## src/rtl/trc_pkg.sv

```systemverilog
// Shared constants and types for the timestamp reorder cache.
// Used by timestamp_reorder_cache and by its port checker; no dependencies.
`default_nettype none

package trc_pkg;

   localparam int CAPACITY  = 16;
   localparam int ADDR_W    = $clog2(CAPACITY);
   localparam int CNT_W     = $clog2(CAPACITY + 1);
   localparam int FILL_W    = 5;
   localparam int STAMP_W   = 64;
   localparam int PAYLOAD_W = 64;

   typedef enum logic [1:0] {
      OP_PUSH     = 2'd0,
      OP_TAKE_MIN = 2'd1,
      OP_TAKE_KEY = 2'd2,
      OP_CLEAR    = 2'd3
   } op_type;

endpackage

`default_nettype wire

```

## src/rtl/timestamp_reorder_cache.sv

```systemverilog
// Timestamp reorder cache: table of CAPACITY stamp/payload entries, kept in order.
// Depends on trc_pkg.
//
// Usage: one request (opcode, key_stamp, entry_payload) on the req_ channel gives
// exactly one response on the rsp_ channel. Both use valid/ready; a request is
// taken when req_valid and req_ready are high at a clock edge, likewise rsp_.
// A request is worked on alone; req_ready is high only while the sequencer idles.
// Steps by request: a clear, and a take on an empty table, go straight to the finish
// state; a push on a table with room appends; a take by timestamp runs one
// compaction pass; a take smallest runs a min scan and then a compaction pass, and
// a push on a full table does the same and then appends.
// Both passes run through the entry memory (one read, one write port) at one entry a
// cycle, and one signed 64-bit comparator serves the min search and the key match.
// The response sits in an output register; a new request may be taken while it
// waits, and the next result then holds in the finish state until rsp_ready.
// Reset (synchronous, active high) empties the table and drops any pending
// response; the entry memory itself is not cleared and needs no clearing pass.
`default_nettype none

module timestamp_reorder_cache (
   input  wire logic                                 clock,
   input  wire logic                                 reset,
   input  wire logic                                 req_valid,
   output      logic                                 req_ready,
   input  wire logic [1:0]                           req_opcode,
   input  wire logic signed [trc_pkg::STAMP_W-1:0]   req_key_stamp,
   input  wire logic [trc_pkg::PAYLOAD_W-1:0]        req_entry_payload,
   output      logic                                 rsp_valid,
   input  wire logic                                 rsp_ready,
   output      logic                                 rsp_found,
   output      logic signed [trc_pkg::STAMP_W-1:0]   rsp_out_stamp,
   output      logic [trc_pkg::PAYLOAD_W-1:0]        rsp_out_payload,
   output      logic                                 rsp_overflow_evicted,
   output      logic [trc_pkg::FILL_W-1:0]           rsp_fill_count
);
   import trc_pkg::*;

   typedef enum logic [4:0] {
      ST_IDLE    = 5'b00001,
      ST_SCAN    = 5'b00010,
      ST_COMPACT = 5'b00100,
      ST_APPEND  = 5'b01000,
      ST_FINISH  = 5'b10000
   } state_type;

   state_type state_ff, state_in;
   op_type    op_ff, op_in;

   logic signed [STAMP_W-1:0]   key_ff, key_in;
   logic [PAYLOAD_W-1:0]        pay_ff, pay_in;
   logic [CNT_W-1:0]            count_ff, count_in;
   logic [CNT_W-1:0]            rd_idx_ff, rd_idx_in;
   logic [CNT_W-1:0]            wr_idx_ff, wr_idx_in;
   logic                        dv_ff, dv_in;
   logic [ADDR_W-1:0]           dat_idx_ff, dat_idx_in;
   logic [ADDR_W-1:0]           best_idx_ff, best_idx_in;
   logic signed [STAMP_W-1:0]   best_stamp_ff, best_stamp_in;
   logic [PAYLOAD_W-1:0]        best_pay_ff, best_pay_in;
   logic                        match_ff, match_in;
   logic                        found_ff, found_in;
   logic                        evict_ff, evict_in;

   logic                        rsp_valid_ff, rsp_valid_in;
   logic                        rsp_found_ff, rsp_found_in;
   logic signed [STAMP_W-1:0]   rsp_stamp_ff, rsp_stamp_in;
   logic [PAYLOAD_W-1:0]        rsp_pay_ff, rsp_pay_in;
   logic                        rsp_evict_ff, rsp_evict_in;
   logic [FILL_W-1:0]           rsp_fill_ff, rsp_fill_in;

   // entry memory, registered read
   logic signed [STAMP_W-1:0]   stamp_mem [CAPACITY];
   logic [PAYLOAD_W-1:0]        payload_mem [CAPACITY];
   logic signed [STAMP_W-1:0]   rd_stamp_ff;
   logic [PAYLOAD_W-1:0]        rd_pay_ff;

   logic                        rd_en;
   logic                        wr_en;
   logic [ADDR_W-1:0]           wr_addr;
   logic signed [STAMP_W-1:0]   wr_stamp;
   logic [PAYLOAD_W-1:0]        wr_pay;

   logic signed [STAMP_W-1:0]   cmp_op;
   logic                        stamp_lt;
   logic                        stamp_eq;
   logic                        last;
   logic                        drop;

   // the one shared comparator: against running minimum in scan, against key otherwise
   assign cmp_op   = (state_ff == ST_SCAN) ? best_stamp_ff : key_ff;
   assign stamp_lt = rd_stamp_ff < cmp_op;
   assign stamp_eq = rd_stamp_ff == cmp_op;
   assign last     = dv_ff && (dat_idx_ff == ADDR_W'(count_ff - 1'b1));

   always_comb begin
      state_in      = state_ff;
      op_in         = op_ff;
      key_in        = key_ff;
      pay_in        = pay_ff;
      count_in      = count_ff;
      wr_idx_in     = wr_idx_ff;
      best_idx_in   = best_idx_ff;
      best_stamp_in = best_stamp_ff;
      best_pay_in   = best_pay_ff;
      match_in      = match_ff;
      found_in      = found_ff;
      evict_in      = evict_ff;
      drop          = 1'b0;
      wr_en         = 1'b0;
      wr_addr       = wr_idx_ff[ADDR_W-1:0];
      wr_stamp      = rd_stamp_ff;
      wr_pay        = rd_pay_ff;

      rsp_valid_in  = rsp_valid_ff && !rsp_ready;
      rsp_found_in  = rsp_found_ff;
      rsp_stamp_in  = rsp_stamp_ff;
      rsp_pay_in    = rsp_pay_ff;
      rsp_evict_in  = rsp_evict_ff;
      rsp_fill_in   = rsp_fill_ff;

      // read issue, shared by both passes
      rd_en      = ((state_ff == ST_SCAN) || (state_ff == ST_COMPACT)) &&
                   (rd_idx_ff < count_ff);
      rd_idx_in  = rd_en ? rd_idx_ff + 1'b1 : rd_idx_ff;
      dv_in      = rd_en;
      dat_idx_in = rd_idx_ff[ADDR_W-1:0];

      unique case (state_ff)
         ST_IDLE: begin
            rd_idx_in = '0;
            wr_idx_in = '0;
            if (req_valid) begin
               op_in    = op_type'(req_opcode);
               key_in   = req_key_stamp;
               pay_in   = req_entry_payload;
               found_in = 1'b0;
               evict_in = 1'b0;
               match_in = 1'b0;
               unique case (op_type'(req_opcode))
                  OP_PUSH: begin
                     if (count_ff < CNT_W'(CAPACITY)) begin
                        state_in = ST_APPEND;
                     end else begin
                        evict_in = 1'b1;
                        state_in = ST_SCAN;
                     end
                  end
                  OP_TAKE_MIN: begin
                     state_in = (count_ff == '0) ? ST_FINISH : ST_SCAN;
                  end
                  OP_TAKE_KEY: begin
                     state_in = (count_ff == '0) ? ST_FINISH : ST_COMPACT;
                  end
                  OP_CLEAR: begin
                     count_in = '0;
                     state_in = ST_FINISH;
                  end
                  default: state_in = ST_FINISH;
               endcase
            end
         end
         ST_SCAN: begin
            // strict less-than keeps the earliest entry on ties
            if (dv_ff && ((dat_idx_ff == '0) || stamp_lt)) begin
               best_idx_in   = dat_idx_ff;
               best_stamp_in = rd_stamp_ff;
               best_pay_in   = rd_pay_ff;
            end
            if (last) begin
               rd_idx_in = '0;
               wr_idx_in = '0;
               found_in  = (op_ff == OP_TAKE_MIN);
               state_in  = ST_COMPACT;
            end
         end
         ST_COMPACT: begin
            if (dv_ff) begin
               if (op_ff == OP_TAKE_KEY) begin
                  // drop entries below the key up to and including the first match
                  drop = !match_ff && (stamp_lt || stamp_eq);
                  if (!match_ff && stamp_eq) begin
                     match_in      = 1'b1;
                     found_in      = 1'b1;
                     best_stamp_in = rd_stamp_ff;
                     best_pay_in   = rd_pay_ff;
                  end
               end else begin
                  drop = (dat_idx_ff == best_idx_ff);
               end
               if (!drop) begin
                  wr_en     = 1'b1;
                  wr_idx_in = wr_idx_ff + 1'b1;
               end
               if (last) begin
                  count_in = drop ? wr_idx_ff : wr_idx_ff + 1'b1;
                  state_in = (op_ff == OP_PUSH) ? ST_APPEND : ST_FINISH;
               end
            end
         end
         ST_APPEND: begin
            wr_en    = 1'b1;
            wr_addr  = count_ff[ADDR_W-1:0];
            wr_stamp = key_ff;
            wr_pay   = pay_ff;
            count_in = count_ff + 1'b1;
            state_in = ST_FINISH;
         end
         ST_FINISH: begin
            if (!rsp_valid_ff || rsp_ready) begin
               rsp_valid_in = 1'b1;
               rsp_found_in = found_ff;
               rsp_stamp_in = found_ff ? best_stamp_ff : '0;
               rsp_pay_in   = found_ff ? best_pay_ff : '0;
               rsp_evict_in = evict_ff;
               rsp_fill_in  = FILL_W'(count_ff);
               state_in     = ST_IDLE;
            end
         end
         default: state_in = ST_IDLE;
      endcase
   end

   always_ff @(posedge clock) begin
      if (reset) begin
         state_ff     <= ST_IDLE;
         count_ff     <= '0;
         rsp_valid_ff <= 1'b0;
         dv_ff        <= 1'b0;
      end else begin
         state_ff     <= state_in;
         count_ff     <= count_in;
         rsp_valid_ff <= rsp_valid_in;
         dv_ff        <= dv_in;
      end
   end

   always_ff @(posedge clock) begin
      op_ff         <= op_in;
      key_ff        <= key_in;
      pay_ff        <= pay_in;
      rd_idx_ff     <= rd_idx_in;
      wr_idx_ff     <= wr_idx_in;
      dat_idx_ff    <= dat_idx_in;
      best_idx_ff   <= best_idx_in;
      best_stamp_ff <= best_stamp_in;
      best_pay_ff   <= best_pay_in;
      match_ff      <= match_in;
      found_ff      <= found_in;
      evict_ff      <= evict_in;
      rsp_found_ff  <= rsp_found_in;
      rsp_stamp_ff  <= rsp_stamp_in;
      rsp_pay_ff    <= rsp_pay_in;
      rsp_evict_ff  <= rsp_evict_in;
      rsp_fill_ff   <= rsp_fill_in;
   end

   // in the compaction pass, writes land at or below the entry just read, never ahead of the read pointer
   always_ff @(posedge clock) begin
      if (wr_en) begin
         stamp_mem[wr_addr]   <= wr_stamp;
         payload_mem[wr_addr] <= wr_pay;
      end
      if (rd_en) begin
         rd_stamp_ff <= stamp_mem[rd_idx_ff[ADDR_W-1:0]];
         rd_pay_ff   <= payload_mem[rd_idx_ff[ADDR_W-1:0]];
      end
   end

   assign req_ready            = (state_ff == ST_IDLE);
   assign rsp_valid            = rsp_valid_ff;
   assign rsp_found            = rsp_found_ff;
   assign rsp_out_stamp        = rsp_stamp_ff;
   assign rsp_out_payload      = rsp_pay_ff;
   assign rsp_overflow_evicted = rsp_evict_ff;
   assign rsp_fill_count       = rsp_fill_ff;

endmodule

`default_nettype wire

```

## config.mk

```make
export PLATFORM = sky130hd
export DESIGN_NAME = timestamp_reorder_cache
export DESIGN_NICKNAME = d
export VERILOG_FILES = /design/src/rtl/trc_pkg.sv /design/src/rtl/timestamp_reorder_cache.sv
export SDC_FILE = /design/constraint.sdc
export NUM_CORES = 2
export LEC_CHECK = 0
export ABC_AREA = 0
export ABC_CLOCK_PERIOD_IN_PS = 10200
export BUFFER_PORTS_ARGS = -buffer_cell sky130_fd_sc_hd__buf_2
export CORE_ASPECT_RATIO = 2
export CORE_MARGIN = 10
export CORE_UTILIZATION = 29
export CTS_BUF_LIST = sky130_fd_sc_hd__clkbuf_16
export DETAILED_ROUTE_END_ITERATION = 10
export PLACE_DENSITY = 0.42
export SETUP_SLACK_MARGIN = 0.2
export SLEW_MARGIN = 25
export SYNTH_ARGS = -nofsm -noshare
export SYNTH_HDL_FRONTEND = slang
export SYNTH_SLANG_ARGS = --single-unit
```

## constraint.sdc

```tcl
create_clock -name clock -period 10.2 [get_ports clock]
set_input_delay 0.51 -clock clock [delete_from_list [all_inputs] [get_ports clock]]
set_output_delay 0.51 -clock clock [all_outputs]
set_load 0.005 [all_outputs]
```

# Word-level counts from Yosys, hierarchy flattened
# Memory sizes are Yosys's and may differ from the RTL's. A register that Yosys moved wholly into a read port is not among the register bits.
# Index checks and enable logic that the tools add are counted.
# op_classes
n_addsub	4
magnitude_cmp	3
n_eq_ne	22
mux	55
n_reduce_logical	30
# ops
operator	count
64-bit 2-to-1 mux	11
64-bit case mux with 2 select lines	2
5-bit 2-to-1 mux	17
64-bit equality test	1
64-bit < comparator	1
5-bit case mux with 3 select lines	2
5-bit case mux with 5 select lines	1
5-bit case mux with 4 select lines	1
5-bit AND reduction	4
5-bit by 1-bit adder with 5-bit output (second input constant)	3
1-bit 2-to-1 mux	15
2-bit inequality test (second input constant)	5
5-bit case mux with 2 select lines	1
4-bit equality test	2
4-bit 2-to-1 mux	2
2-bit by 1-bit inequality test with 1-bit output (second input constant)	4
2-bit equality test (second input constant)	3
1-bit logical AND	6
2-bit AND reduction	3
6-bit AND reduction	1
3-bit nonzero test	2
5-bit by 1-bit equality test with 1-bit output (second input constant)	1
5-bit by 2-bit equality test with 1-bit output (second input constant)	1
5-bit by 3-bit equality test with 1-bit output (second input constant)	1
other kinds (15)	24
# word_totals
register_bits	426
mem_bits_rw	2048
in_bits	134
output_inout_bits	137
word_cells	137
mem_count	2
# memory_table
memory	words	word_bits	read_ports	rd_ports_with_merged_regs	wr	line_no	source
payload_mem	16	64	1	1	1	timestamp_reorder_cache.sv:72	logic [PAYLOAD_W-1:0] payload_mem [CAPACITY];
stamp_mem	16	64	1	1	1	timestamp_reorder_cache.sv:71	logic signed [STAMP_W-1:0] stamp_mem [CAPACITY];

# Depth between registers and ports, before layout
# depth
ltp_word	13
ltp_mapped	16
mapped_depth_nobuf	13

# Worst setup path after synthesis
# No wires, ideal clock.
# synth_timing
path_kind	flip-flop to flip-flop
from	register state_ff[2]
to	memory payload_mem[12][0], enable pin
setup_ps	631
t_arrival_ps	9201
required_time_ps	9569
setup_slack_ps	369
stages_incl_launch_ff	16
path_buffers	3
period_less_slack_ps	9831
path_cell_list	dfxtp_1 -> nor2_1 -> nand3_1 -> clkbuf_1 -> buf_1 -> buf_1 -> mux2i_1 -> ha_1 -> nand4_2 -> nor2_1 -> a221o_1 -> a211oi_2 -> o31a_1 -> o21ai_4 -> o32ai_1 -> nor2b_1
# synth_between
elab_chain_len	13
word_cells_on_any_way	17
cone_classes	order compare (1); eq/ne (4); mux (10); reduce/logical (2)
# synth_rtl
item	line_no	source
start, declared	timestamp_reorder_cache.sv:46	state_type state_ff, state_in;
start signal, assigned	timestamp_reorder_cache.sv:229	state_ff <= state_in;
5-bit by 2-bit equality test with 1-bit output	timestamp_reorder_cache.sv:89	assign cmp_op = (state_ff == ST_SCAN) ? best_stamp_ff : key_ff;
64-bit 2-to-1 mux	timestamp_reorder_cache.sv:89	
64-bit < comparator / 64-bit equality test (equally long branches)	timestamp_reorder_cache.sv:90, timestamp_reorder_cache.sv:91	
1-bit logical OR	timestamp_reorder_cache.sv:179	drop = !match_ff && (stamp_lt || stamp_eq);
1-bit logical AND	timestamp_reorder_cache.sv:179	
1-bit 2-to-1 mux	timestamp_reorder_cache.sv:177	if (op_ff == OP_TAKE_KEY) begin
1-bit 2-to-1 mux	timestamp_reorder_cache.sv:176	if (dv_ff) begin
1-bit 2-to-1 mux	timestamp_reorder_cache.sv:127	unique case (state_ff)
1-bit 2-to-1 mux	timestamp_reorder_cache.sv:189	if (!drop) begin
1-bit 2-to-1 mux	timestamp_reorder_cache.sv:176	
1-bit case mux with 2 select lines	timestamp_reorder_cache.sv:127	
1-bit 2-to-1 mux	timestamp_reorder_cache.sv:258	if (wr_en) begin
1-bit 2-to-1 mux (implied by the code)	timestamp_reorder_cache.sv:260	payload_mem[wr_addr] <= wr_pay;
end, declared	timestamp_reorder_cache.sv:72	
# Parallel ways exist; a longest one is shown, timed or not. The select of a mux whose other input is x is not followed.

# Worst setup path in the final report
# layout_timing
from	register state_ff[4]
to	memory payload_mem[0][22], enable pin
# Same word-level chain as after synthesis.

==> run metrics <==
status complete, no violations; Worst Path Arrival slightly above 7 ns; clock slew seen by the registers of the worst setup and hold paths approximately 0.07 ns; Syn Nets about 4,700; Vias/cell approximately 4.8; die area 365,900 um2; DR vias 45,610; max_cap viols 0; Clock Tree Root clkbuf_16; Initial DRC Count slightly below 3,000; Crit Path Max Fanout 62; yosys warns 0; Distinct cells, synth 55; startpoint types register; critical path endpoint payload_mem[0][22]$_DFFE_PP_; num rows between 300 and 400; Max-slew headroom roughly a third; RePlAce Congestion roughly 0.73; Clock Tree Buf Depth 4; Final Hold Fails 0; Worst Hold Class input port to register; P per Cell Area between 150 and 200 nW/um2; Worst-Margin Slew about 1.0 ns; Total Power 0.02242 W; worst r2r path cells 13; synthesized area slightly below 100,000 um2; final setup violation count 0; share of the clock period used by the worst path about two thirds; Worst Hold Launch req_entry_payload[40]; DRT antenna net count 0; final setup skew between 0.05 and 0.06 ns; # fillers ~32,000; TritonCTS clock tree done; critical path class register to register; Die H approximately 850 um; WL/cell 28.69 um; GR Util All Layers 14.79%; CP endpoint kind register; #FFs+latches synth approximately 2,600; Slew Viols, Final 0; Starting Density 29.06%; FFs w/ async S/R, synth 0%; final WL roughly 280,000 um; largest net degree at the start of global routing 118; Worst Path Required 10.72 ns; Static Leak approximately 36 nW; area grow syn2layout 16.84%; core area around 340,000 um2; IO buf count 270; Syn Area/Cell roughly 22 um2; Tmin final approximately 6.7 ns; Met1 Wirelength approximately 110,000 um; crit path from state_ff[4]$_SDFFE_PP0P_; GRT overflow 0; Reg2Reg Launch Point state_ff[4]$_SDFFE_PP0P_; dpl hpwl 158,000 um; first-pass GRT wire length between 300,000 and 400,000 um; hold depth 2; Pre-antenna DRT Iters 5; Max Clk Rate 148.2 MHz; die boundary width approximately 430 um; DRC 0; length of routed met3 wiring approximately 9700 um; Final TNS setup 0 ns; CTS Buf Count approximately 240; met2 routed WL 146,900 um; layout cells sized above 1 a little over a quarter; fin nets 5,185; worst flop-to-flop path endpoint payload_mem[0][22]$_DFFE_PP_; Post-CTS Setup Bufs 0; worst vdd ir between 0.15 and 0.2 mV; H-tree levels 4; R2R Setup Slk between 3 and 4 ns; Top FF cell, synth edfxtp_1; max layer used met5; register area share after synthesis 78.86%; Clock Sinks ~2,600; initial antenna violation count 15; clock latency on the worst-skew pair around 0.93 ns; via count of the first global-routing pass between 50,000 and 60,000; I/O Pins around 270; Post-synth EDFFs between 2,000 and 3,000; unrepaired setup endpoints after global routing false; Cells after Synth 4,451
## worst min-delay path by stage
stage | end | slack [ns]
finish | pay_ff[40]$_DFFE_PP_ | 0.30
global route | pay_ff[47]$_DFFE_PP_ | 0.24
CTS | pay_ff[54]$_DFFE_PP_ | 0.20
detailed placement | rsp_overflow_evicted$_DFFE_PP_ | 0.41
global placement | rsp_overflow_evicted$_DFFE_PP_ | 0.42
floorplan | dat_idx_ff[3]$_DFF_P_ | 0.35
## stage by stage
stage / hold WS (ns) / std cells / util [%] / instance area (um2) / setup WS [ns]
2_1_floorplan: 0.3529 / 4451 / - / 98810 / 0.3688
3_3_place_gp: 0.4169 / 9020 / 31.16 / 106000 / 3.336
3_5_place_dp: 0.4134 / 9021 / 31.17 / 106000 / 3.292
4_1_cts: 0.1964 / 9594 / 33.93 / 115400 / 3.200
5_1_grt: 0.2386 / 9598 / 33.95 / 115400 / 3.027
6_report: 0.2982 / 9601 / 33.95 / 115400 / 3.451
## layout by cell type, fill, tap and decap left out, types with 8 or more instances in the layout
| master | count |
|---|---|
| nor2_1 | 25 |
| a21oi_1 | 58 |
| ha_1 | 73 |
| buf_12 | 24 |
| nand3_1 | 15 |
| nor2b_1 | 25 |
| o21ai_0 | 21 |
| and2_1 | 129 |
| mux2i_1 | 89 |
| inv_1 | 56 |
| buf_2 | 270 |
| clkinvlp_4 | 9 |
| mux4_2 | 617 |
| nand4_1 | 18 |
| bufinv_16 | 39 |
| dlygate4sd3_1 | 134 |
| nor3_1 | 9 |
| buf_4 | 60 |
| nand2_1 | 406 |
| clkinv_2 | 43 |
| dfxtp_1 | 17 |
| and2_4 | 13 |
| xnor2_1 | 9 |
| edfxtp_1 | 2581 |
| clkbuf_16 | 242 |
| a211oi_1 | 24 |
| clkinv_1 | 51 |
| xor2_1 | 8 |
## final cells by class
cell class	instances	area, um2	area share (%)
clock inverter	197	1981	1.716
clock buffer	242	6056	5.246
tap	4422	5533	4.793
multi-input combinational	1624	20130	17.44
inverter	16	60.06	0.05202
sequential	2602	77940	67.51
antenna	5	12.51	0.01084
timing repair buffer	493	3729	3.230
## kinds of logic (layout without fill, tap and decap cells)
logic type | Yosys count | after routing | share of synthesized area [%]
xor gates and xnor gates | 17 | 17 | 0.1507
muxes | 707 | 707 | 14.98
buffers and inverters | 225 | 948 | 0.8826
and+or+nand+nor | 676 | 676 | 3.182
DFF | 2602 | 2602 | 78.86
other | 0 | 5 | 0
adders and majority gates | 73 | 73 | 0.9244
AOI/OAI and AO/OA | 151 | 151 | 1.019
## synth_stat cells (7+ instances only)
library cell  count  share of area, %
nand3_1          17             0.086
nand4_1          18              0.11
a211oi_1         24              0.18
xnor2_1           9             0.080
mux4_2          617                14
o21ai_0          21              0.11
nand2_1         406               1.5
nor3_1            9             0.046
and2_1          142              0.90
buf_2            22              0.11
edfxtp_1       2581                78
mux2i_1          89              0.90
a21oi_1          58              0.29
nor2_1           25             0.095
nor2b_1          30              0.19
buf_1            40              0.15
ha_1             73              0.92
nor4_1            7             0.044
xor2_1            8             0.071
dfxtp_1          21              0.43
inv_1            16             0.061
clkbuf_1        147              0.56
## where the power goes
part	switching (W)	total [W]	internal, W
sequential	0.000135	0.0121	0.0119
clock	0.00411	0.00941	0.00529
combinational	0.000637	0.000926	0.000289
total	0.00489	0.0224	0.0175
## critical path: stages (launching register included)
cell and delay [ns]:
dfxtp_1 0.32, nor2_1 0.38, nand3_4 0.74, mux2i_1 0.30, ha_1 0.56, nand4_2 0.21
nor4_2 0.72, nand3_1 0.31, o21a_2 0.31, o211ai_4 0.12, o21ai_4 0.14, o31ai_1 0.65
nor2b_4 0.94, buf_12 0.49
## sequential cells by signal, summed over array words and instances, names as in the netlist, 64 cells and up
name,cells
payload_mem,1024
rsp_out_payload,64
best_stamp_ff,64
rd_stamp_ff,64
rsp_out_stamp,64
stamp_mem,1024
key_ff,64
best_pay_ff,64
pay_ff,64
rd_pay_ff,64
## routing by layer
layer  track usage, %  vias to the layer above
met2            26.93                      914
met5                0                        -
met3            1.739                      301
li1                 -                    19410
met1            18.70                    24990
met4            3.340                        4
## repair_timing
action | CTS | global route
endpoints found under the hold margin | 142 | 0
endpoints found under the setup margin | 0 | 0
hold buffers | 134 | 0
gates resized for setup | 0 | 0
No activity file was read; power rests on OpenSTA's default activity.
